`src/rtl/core/nipl_pkg.sv`:
```
// Shared types and constants of the NAND image page locator.
package nipl_pkg;

  localparam int unsigned CFG_IDX_W  = 2;
  localparam int unsigned CFG_DATA_W = 11;
  localparam int unsigned IN_PAGE_W  = 24;
  localparam int unsigned OUT_PAGE_W = 24;

  localparam logic [CFG_IDX_W-1:0] CFG_PAGE_SHIFT      = 2'd0;
  localparam logic [CFG_IDX_W-1:0] CFG_PAGES_PER_BLOCK = 2'd1;
  localparam logic [CFG_IDX_W-1:0] CFG_RETRY_LIMIT     = 2'd2;

  localparam logic [3:0]  SHIFT_MIN       = 4'd9;
  localparam logic [3:0]  SHIFT_MAX       = 4'd14;
  localparam logic [3:0]  RST_PAGE_SHIFT  = 4'd11;
  localparam logic [10:0] RST_PPB         = 11'd64;
  localparam logic [7:0]  RST_RETRY_LIMIT = 8'd32;
  localparam logic [15:0] TAG_MASK        = 16'hffff;

  localparam logic CMD_START = 1'b0;
  localparam logic CMD_PAGE  = 1'b1;

  typedef enum logic [1:0] {
    KIND_REQ  = 2'd0,
    KIND_DONE = 2'd1,
    KIND_FAIL = 2'd2,
    KIND_IGN  = 2'd3
  } kind_t;

  typedef struct packed {
    logic [3:0]  eff_shift;
    logic [10:0] block_pages;
    logic [7:0]  retry_limit;
  } cfg_t;

  typedef struct packed {
    logic                 cmd;
    logic [IN_PAGE_W-1:0] start_page;
    logic [31:0]          dest_base;
    logic [31:0]          length_bytes;
    logic [15:0]          first_tag_count;
    logic [7:0]           magic_byte;
    logic                 ecc_fail;
    logic [31:0]          spare_word;
  } item_t;

  typedef struct packed {
    kind_t                 kind;
    logic [OUT_PAGE_W-1:0] flash_page;
    logic [31:0]           mem_addr;
  } res_t;

endpackage

```
`src/rtl/core/nipl_cfg.sv`:
```
// Configuration registers with page shift clamping.
module nipl_cfg (
  input  logic                             clk,
  input  logic                             rst_n,
  input  logic                             cfg_we,
  input  logic [nipl_pkg::CFG_IDX_W-1:0]   cfg_index,
  input  logic [nipl_pkg::CFG_DATA_W-1:0]  cfg_wdata,
  output nipl_pkg::cfg_t                   cfg
);

  logic [3:0]  page_shift_r;
  logic [10:0] ppb_r;
  logic [7:0]  retry_limit_r;

  always_ff @(posedge clk) begin
    if (!rst_n) begin
      page_shift_r  <= nipl_pkg::RST_PAGE_SHIFT;
      ppb_r         <= nipl_pkg::RST_PPB;
      retry_limit_r <= nipl_pkg::RST_RETRY_LIMIT;
    end else if (cfg_we) begin
      case (cfg_index)
        nipl_pkg::CFG_PAGE_SHIFT:      page_shift_r  <= cfg_wdata[3:0];
        nipl_pkg::CFG_PAGES_PER_BLOCK: ppb_r         <= cfg_wdata;
        nipl_pkg::CFG_RETRY_LIMIT:     retry_limit_r <= cfg_wdata[7:0];
        default: ;
      endcase
    end
  end

  always_comb begin
    if (page_shift_r < nipl_pkg::SHIFT_MIN) begin
      cfg.eff_shift = nipl_pkg::SHIFT_MIN;
    end else if (page_shift_r > nipl_pkg::SHIFT_MAX) begin
      cfg.eff_shift = nipl_pkg::SHIFT_MAX;
    end else begin
      cfg.eff_shift = page_shift_r;
    end
    cfg.block_pages = ppb_r;
    cfg.retry_limit = retry_limit_r;
  end

endmodule

```
`src/rtl/core/nipl_seq.sv`:
```
// Image read state and the per-item decision logic.
module nipl_seq #(
  parameter int unsigned PAGE_ADDR_BITS = 24
) (
  input  logic            clk,
  input  logic            rst_n,
  input  logic            step_en,
  input  nipl_pkg::item_t item,
  input  nipl_pkg::cfg_t  cfg,
  output nipl_pkg::res_t  res
);

  logic                      busy_r, busy_nxt;
  logic [PAGE_ADDR_BITS-1:0] page_r, page_nxt;
  logic [23:0]               left_r, left_nxt;
  logic [31:0]               dest_r, dest_nxt;
  logic [15:0]               tag_r, tag_nxt;
  logic [7:0]                magic_r, magic_nxt;
  logic [7:0]                retry_r, retry_nxt;

  logic [32:0]               round_up;
  logic [23:0]               start_pages;
  logic [31:0]               page_bytes;
  logic [31:0]               expect_spare;
  logic                      page_ok;
  logic [PAGE_ADDR_BITS-1:0] load_page;
  logic [PAGE_ADDR_BITS-1:0] jump_addr;
  logic [PAGE_ADDR_BITS-1:0] step_addr;
  logic [31:0]               step_dest;
  logic [23:0]               left_dec;

  always_comb begin
    round_up     = {1'b0, item.length_bytes} + ((33'd1 << cfg.eff_shift) - 33'd1);
    start_pages  = 24'(round_up >> cfg.eff_shift);
    page_bytes   = 32'd1 << cfg.eff_shift;
    expect_spare = {tag_r, 8'h00, magic_r};
    page_ok      = !item.ecc_fail && (item.spare_word == expect_spare);
    load_page    = PAGE_ADDR_BITS'(item.start_page);
    jump_addr    = page_r + PAGE_ADDR_BITS'(cfg.block_pages);
    step_addr    = page_r + PAGE_ADDR_BITS'(1);
    step_dest    = dest_r + page_bytes;
    left_dec     = left_r - 24'd1;
  end

  always_comb begin
    busy_nxt  = busy_r;
    page_nxt  = page_r;
    left_nxt  = left_r;
    dest_nxt  = dest_r;
    tag_nxt   = tag_r;
    magic_nxt = magic_r;
    retry_nxt = retry_r;
    res.kind       = nipl_pkg::KIND_IGN;
    res.flash_page = '0;
    res.mem_addr   = '0;
    case (item.cmd)
      nipl_pkg::CMD_START: begin
        page_nxt  = load_page;
        dest_nxt  = item.dest_base;
        tag_nxt   = item.first_tag_count & nipl_pkg::TAG_MASK;
        magic_nxt = item.magic_byte;
        retry_nxt = cfg.retry_limit;
        left_nxt  = start_pages;
        busy_nxt  = (start_pages != 24'd0);
        res.kind       = (start_pages != 24'd0) ? nipl_pkg::KIND_REQ : nipl_pkg::KIND_DONE;
        res.flash_page = nipl_pkg::OUT_PAGE_W'(load_page);
        res.mem_addr   = item.dest_base;
      end
      nipl_pkg::CMD_PAGE: begin
        if (busy_r && !page_ok) begin
          if (retry_r <= 8'd1) begin
            // Budget spent: stop on the page that failed.
            retry_nxt      = 8'd0;
            busy_nxt       = 1'b0;
            res.kind       = nipl_pkg::KIND_FAIL;
            res.flash_page = nipl_pkg::OUT_PAGE_W'(page_r);
            res.mem_addr   = dest_r;
          end else begin
            // Try the same offset one erase block on.
            retry_nxt      = retry_r - 8'd1;
            page_nxt       = jump_addr;
            res.kind       = nipl_pkg::KIND_REQ;
            res.flash_page = nipl_pkg::OUT_PAGE_W'(jump_addr);
            res.mem_addr   = dest_r;
          end
        end else if (busy_r) begin
          page_nxt       = step_addr;
          dest_nxt       = step_dest;
          tag_nxt        = tag_r + 16'd1;
          left_nxt       = left_dec;
          busy_nxt       = (left_dec != 24'd0);
          res.kind       = (left_dec != 24'd0) ? nipl_pkg::KIND_REQ : nipl_pkg::KIND_DONE;
          res.flash_page = nipl_pkg::OUT_PAGE_W'(step_addr);
          res.mem_addr   = step_dest;
        end
      end
      default: ;
    endcase
  end

  always_ff @(posedge clk) begin
    if (!rst_n) begin
      busy_r  <= 1'b0;
      page_r  <= '0;
      left_r  <= '0;
      dest_r  <= '0;
      tag_r   <= '0;
      magic_r <= '0;
      retry_r <= '0;
    end else if (step_en) begin
      busy_r  <= busy_nxt;
      page_r  <= page_nxt;
      left_r  <= left_nxt;
      dest_r  <= dest_nxt;
      tag_r   <= tag_nxt;
      magic_r <= magic_nxt;
      retry_r <= retry_nxt;
    end
  end

  a_fail_ends_read: assert property (@(posedge clk) disable iff (!rst_n)
    step_en && res.kind == nipl_pkg::KIND_FAIL |=> !busy_r)
    else $error("read still busy after a failure");

  a_request_keeps_busy: assert property (@(posedge clk) disable iff (!rst_n)
    step_en && res.kind == nipl_pkg::KIND_REQ |=> busy_r)
    else $error("read request issued but sequencer went idle");

  a_idle_page_ignored: assert property (@(posedge clk) disable iff (!rst_n)
    step_en && !busy_r && item.cmd == nipl_pkg::CMD_PAGE |-> res.kind == nipl_pkg::KIND_IGN)
    else $error("page result while idle not ignored");

endmodule

```
`src/rtl/core/nand_image_page_locator_core.sv`:
```
// Top level of the NAND image page locator: input and result registers.
// Path: input register, then result register; a stall on the result channel
//   can hold an item in the input register until the waiting result is taken.
// Throughput: one item per cycle while out_stall is low; the result register lets
//   the next item be taken while a result waits under out_stall.
// Reset (rst_n, synchronous, active low) empties both registers, goes idle
//   and restores page shift 11, 64 pages per block, retry limit 32.
module nand_image_page_locator_core #(
  parameter int unsigned PAGE_ADDR_BITS = 24
) (
  input  logic                             clk,
  input  logic                             rst_n,
  // configuration write port
  input  logic                             cfg_we,
  input  logic [nipl_pkg::CFG_IDX_W-1:0]   cfg_index,
  input  logic [nipl_pkg::CFG_DATA_W-1:0]  cfg_wdata,
  // input channel
  input  logic                             in_valid,
  output logic                             in_stall,
  input  logic                             in_cmd,
  input  logic [23:0]                      in_start_page,
  input  logic [31:0]                      in_dest_base,
  input  logic [31:0]                      in_length_bytes,
  input  logic [15:0]                      in_first_tag_count,
  input  logic [7:0]                       in_magic_byte,
  input  logic                             in_ecc_fail,
  input  logic [31:0]                      in_spare_word,
  // result channel
  output logic                             out_valid,
  input  logic                             out_stall,
  output logic [1:0]                       out_kind,
  output logic [23:0]                      out_flash_page,
  output logic [31:0]                      out_mem_addr
);

  nipl_pkg::cfg_t  cfg;
  nipl_pkg::item_t item_r;
  nipl_pkg::res_t  res;
  nipl_pkg::res_t  res_r;
  logic            item_valid_r, item_valid_nxt;
  logic            out_valid_r, out_valid_nxt;
  logic            advance;
  logic            step_en;
  logic            in_take;

  nipl_cfg u_cfg (
    .clk       (clk),
    .rst_n     (rst_n),
    .cfg_we    (cfg_we),
    .cfg_index (cfg_index),
    .cfg_wdata (cfg_wdata),
    .cfg       (cfg)
  );

  // Decide the held item whenever the result register is free or being drained.
  assign advance  = !out_valid_r || !out_stall;
  assign step_en  = item_valid_r && advance;
  assign in_stall = item_valid_r && !advance;
  assign in_take  = in_valid && !in_stall;

  always_comb begin
    item_valid_nxt = item_valid_r;
    if (in_take) begin
      item_valid_nxt = 1'b1;
    end else if (step_en) begin
      item_valid_nxt = 1'b0;
    end
    out_valid_nxt = out_valid_r;
    if (step_en) begin
      out_valid_nxt = 1'b1;
    end else if (!out_stall) begin
      out_valid_nxt = 1'b0;
    end
  end

  always_ff @(posedge clk) begin
    if (!rst_n) begin
      item_valid_r <= 1'b0;
      out_valid_r  <= 1'b0;
    end else begin
      item_valid_r <= item_valid_nxt;
      out_valid_r  <= out_valid_nxt;
    end
  end

  // Capture the incoming item; payload needs no reset.
  always_ff @(posedge clk) begin
    if (in_take) begin
      item_r.cmd             <= in_cmd;
      item_r.start_page      <= in_start_page;
      item_r.dest_base       <= in_dest_base;
      item_r.length_bytes    <= in_length_bytes;
      item_r.first_tag_count <= in_first_tag_count;
      item_r.magic_byte      <= in_magic_byte;
      item_r.ecc_fail        <= in_ecc_fail;
      item_r.spare_word      <= in_spare_word;
    end
  end

  nipl_seq #(
    .PAGE_ADDR_BITS (PAGE_ADDR_BITS)
  ) u_seq (
    .clk     (clk),
    .rst_n   (rst_n),
    .step_en (step_en),
    .item    (item_r),
    .cfg     (cfg),
    .res     (res)
  );

  // Hold the result until taken.
  always_ff @(posedge clk) begin
    if (step_en) begin
      res_r <= res;
    end
  end

  assign out_valid      = out_valid_r;
  assign out_kind       = res_r.kind;
  assign out_flash_page = res_r.flash_page;
  assign out_mem_addr   = res_r.mem_addr;

  a_free_output_takes_item: assert property (@(posedge clk) disable iff (!rst_n)
    !out_valid_r |-> !in_stall)
    else $error("input stalled while result register is empty");

  a_step_fills_output: assert property (@(posedge clk) disable iff (!rst_n)
    step_en |=> out_valid_r)
    else $error("decided item produced no result");

  a_ignored_zero: assert property (@(posedge clk) disable iff (!rst_n)
    out_valid_r && out_kind == nipl_pkg::KIND_IGN |-> out_flash_page == '0 && out_mem_addr == '0)
    else $error("ignored result carries nonzero addresses");

endmodule

```
`config.mk`:
```
export PLATFORM = sky130hd
export DESIGN_NAME = nand_image_page_locator_core
export DESIGN_NICKNAME = d
export VERILOG_FILES = /design/src/rtl/core/nipl_pkg.sv /design/src/rtl/core/nipl_cfg.sv /design/src/rtl/core/nipl_seq.sv /design/src/rtl/core/nand_image_page_locator_core.sv
export SDC_FILE = /design/constraint.sdc
export NUM_CORES = 1
export LEC_CHECK = 0
export BUFFER_PORTS_ARGS = -buffer_cell sky130_fd_sc_hd__buf_2
export CAP_MARGIN = 20
export CORE_MARGIN = 2
export CORE_UTILIZATION = 55
export DETAILED_ROUTE_END_ITERATION = 8
export PLACE_DENSITY = 0.72
export RECOVER_POWER = 100
export SKIP_LAST_GASP = 1
export SYNTH_ARGS = -nofsm -noshare
export SYNTH_HDL_FRONTEND = slang
export SYNTH_SLANG_ARGS = --single-unit
```
`constraint.sdc`:
```
create_clock -name clk -period 11.6 [get_ports clk]
set_input_delay 1.16 -clock clk [delete_from_list [all_inputs] [get_ports clk]]
set_output_delay 1.16 -clock clk [all_outputs]
set_load 0.1 [all_outputs]
```
==> run summary <==
initial detailed-routing violation count = 1420
critical path arrival = 7.92 ns
Seq cells post-synth = 342
1st-pass router iterations = 6
crit path buf inv count = 3
WP data required = 12.00 ns
path type of the worst setup path = reg -> reg
clk root buf = clkbuf_16
IO Port Bufs = 223
skew final = 0.02577 ns
sequential area share after synthesis = 0.4408
DR DRC count = 0
CTS Buf Count = 39
setup TNS = 0 ns
RSZ-0062 raised after global routing = no
CTS clk-pin slew, worst paths = 0.06 ns
Core Area = 36350 µm²
status = finished, violations left
Slew Limit Fails = 412
worst min path class = reg -> reg
Final WS setup = 4.080 ns
MaxCap Viol Count = 8
Least-Margin Pin Slew = 3.811 ns
FILL cells = 3128
EDFF count, synth = 204
Cell variety after synth = 96
largest net degree at the start of global routing = 166
Finished Core Util = 0.6254
Final Critical Period = 7.520 ns
commonest non-fill, non-tap cells in the layout = nand2_1 (223), edfxtp_1 (204), o21ai_0 (171)
maximum VDD drop = 0.1212 mV
post-CTS sizing = 0
post-synthesis instance area = 20170 µm²
delay-heaviest family, CP = buffers and inverters
Worst slew margin = -1.540
via-per-instance ratio = 6.196
routed vias = 17830
GRT Overall Usage = 0.2955
setup violators final = 0
FP Rows = 70
Final Power = 0.003323 W
clk buf depth = 3
dpl ws = 5.964 ns
DP HPWL = 40320 µm
critical path, cell by cell = xor2_1 > nor4_1 > nand4_1 > or3_1 > clkbuf_1 > inv_1 > nand2_1 > a21oi_4 > clkbuf_1 > a311oi_1 > a2111oi_0
initial antenna violation count = 1
share of layout cells above drive strength 1 = 0.1112
Pwr Density = 146.2 nW/µm²
first-pass GRT wire length = 90210 µm
Max FO, Critical Path = 86
Final Hold Viols = 0
grt ovf = 0
# IOs = 224
Placer Congestion = 0.9406
Syn Inst Count = 2203
Worst Setup End Kind = flop
Worst Setup Start Kind = flop
Async S/R FF share, synth = 0
Clk Latency, worst-skew pair = 0.58 ns
most common cell after layout, fill and taps aside = nand2_1
synth warn = 0
Primary FF master, synth = edfxtp_1
clk sink count = 342
htree depth = 2
Final Net Count = 2625
slowest cell on the critical path = clkbuf_1
Initial Util = 0.5548
antenna-violating nets left = 0
post-CTS setup buffers = 0
routed wire length = 57650 µm
Die X-Extent = 195.5 µm
Max Fclk = 133.0 MHz
Tcrit/Tclk final = 0.6483
vias in the first global route = 16950
Avg WL per Cell = 20.03 µm
cell mode on critical path = clkbuf_1
Synth Area per Inst = 9.154 µm²
area grow syn2layout = 12.73%
Die H = 195.5 µm
Die ar. = 38210 µm²
CTS tree = yes
Largest stage delay, worst path = 2.70 ns
violated checks = max-capacitance violations, max-slew violations
P_leak = 8.840 nW
Post-CTS Hold Buffers = 0
==> kinds of logic after synthesis <==
logic type,synth area share
flip-flops,0.4408
multiplexers,0.02500
AND/OR/NAND/NOR,0.1587
buffers and inverters,0.05088
AO/OA/AOI/OAI,0.2239
adder cells (fa/ha/maj),0.05262
XOR/XNOR,0.04771
other,0.0003724
==> final timing paths <==
kind | to | slack, ns | start | cells past startpoint
hold / removal | u_seq.magic_r[1] | 0.46 | u_seq.magic_r[1] | 2
setup reg to reg | u_seq.dest_r[23] | 4.08 | item_r[6] | 11
setup / recovery | u_seq.dest_r[23] | 4.08 | item_r[6] | 11
hold reg to reg | u_seq.magic_r[1] | 0.46 | u_seq.magic_r[1] | 2
==> synthesized netlist by cell type (all sizes together) (49+ instances only) <==
cell type,number,area [µm²]
clkbuf,104,390.4
ha,80,1001
o21ai,181,920.9
inv,133,499.2
nor2,162,610.6
edfxtp,204,6126
nand2,223,837.1
a21oi,177,934.7
dfxtp,138,2763
xnor2,57,506.7
nand3,65,330.3
xor2,49,455.4
==> metal layers <==
metal	part of all wire	track usage	vias up
met5	0	0	-
met3	0.067	0.04508	140
met1	0.42	0.3817	8488
met4	0.036	0.1196	0
li1	-	-	8479
met2	0.48	0.4984	725
==> tightest hold or removal path: stages, from the launching register on <==
cell and delay, ns:
dfxtp_1 0.31, nand2_1 0.05, a21oi_1 0.05
==> power by group <==
group | leakage [nW] | total, W | switching, W | internal, W
clock network | 0.627 | 0.00124 | 0.000511 | 0.000727
logic | 5.11 | 0.000684 | 0.000469 | 0.000215
registers | 3.10 | 0.00140 | 0.0000424 | 0.00136
==> cell type report <==
type,count,area (µm²),share of cell area
Clock buffer,51,1082,0.04761
Clock inverter,21,197.7,0.008697
Tap cell,468,585.6,0.02576
Sequential cell,342,8889,0.3910
Timing Repair Buffer,243,1149,0.05053
Inverter,135,508.0,0.02235
Antenna cell,1,2.502,0.0001101
Multi-Input combinational cell,1617,10320,0.4539
==> stage by stage <==
stage | instance area (µm²) | instances | hold slack, ns
floorplan | 20240 | 2222 | 0.4452
global placement | 21590 | 2803 | 0.4553
detailed placement | 21590 | 2803 | 0.4600
CTS | 22870 | 2875 | 0.4682
global route | 22730 | 2878 | 0.5030
finish | 22730 | 2878 | 0.4636
==> registers in the layout, summed over array words and instances, names as in the netlist, 8 cells and up <==
signal / cells
u_seq.dest_r: 32
out_flash_page: 24
item_r: 146
u_cfg.ppb_r: 11
u_cfg.retry_limit_r: 8
u_seq.page_r: 24
u_seq.left_r: 24
u_seq.magic_r: 8
out_mem_addr: 32
u_seq.tag_r: 16
u_seq.retry_r: 8
Power figures use the tool's default switching activity.
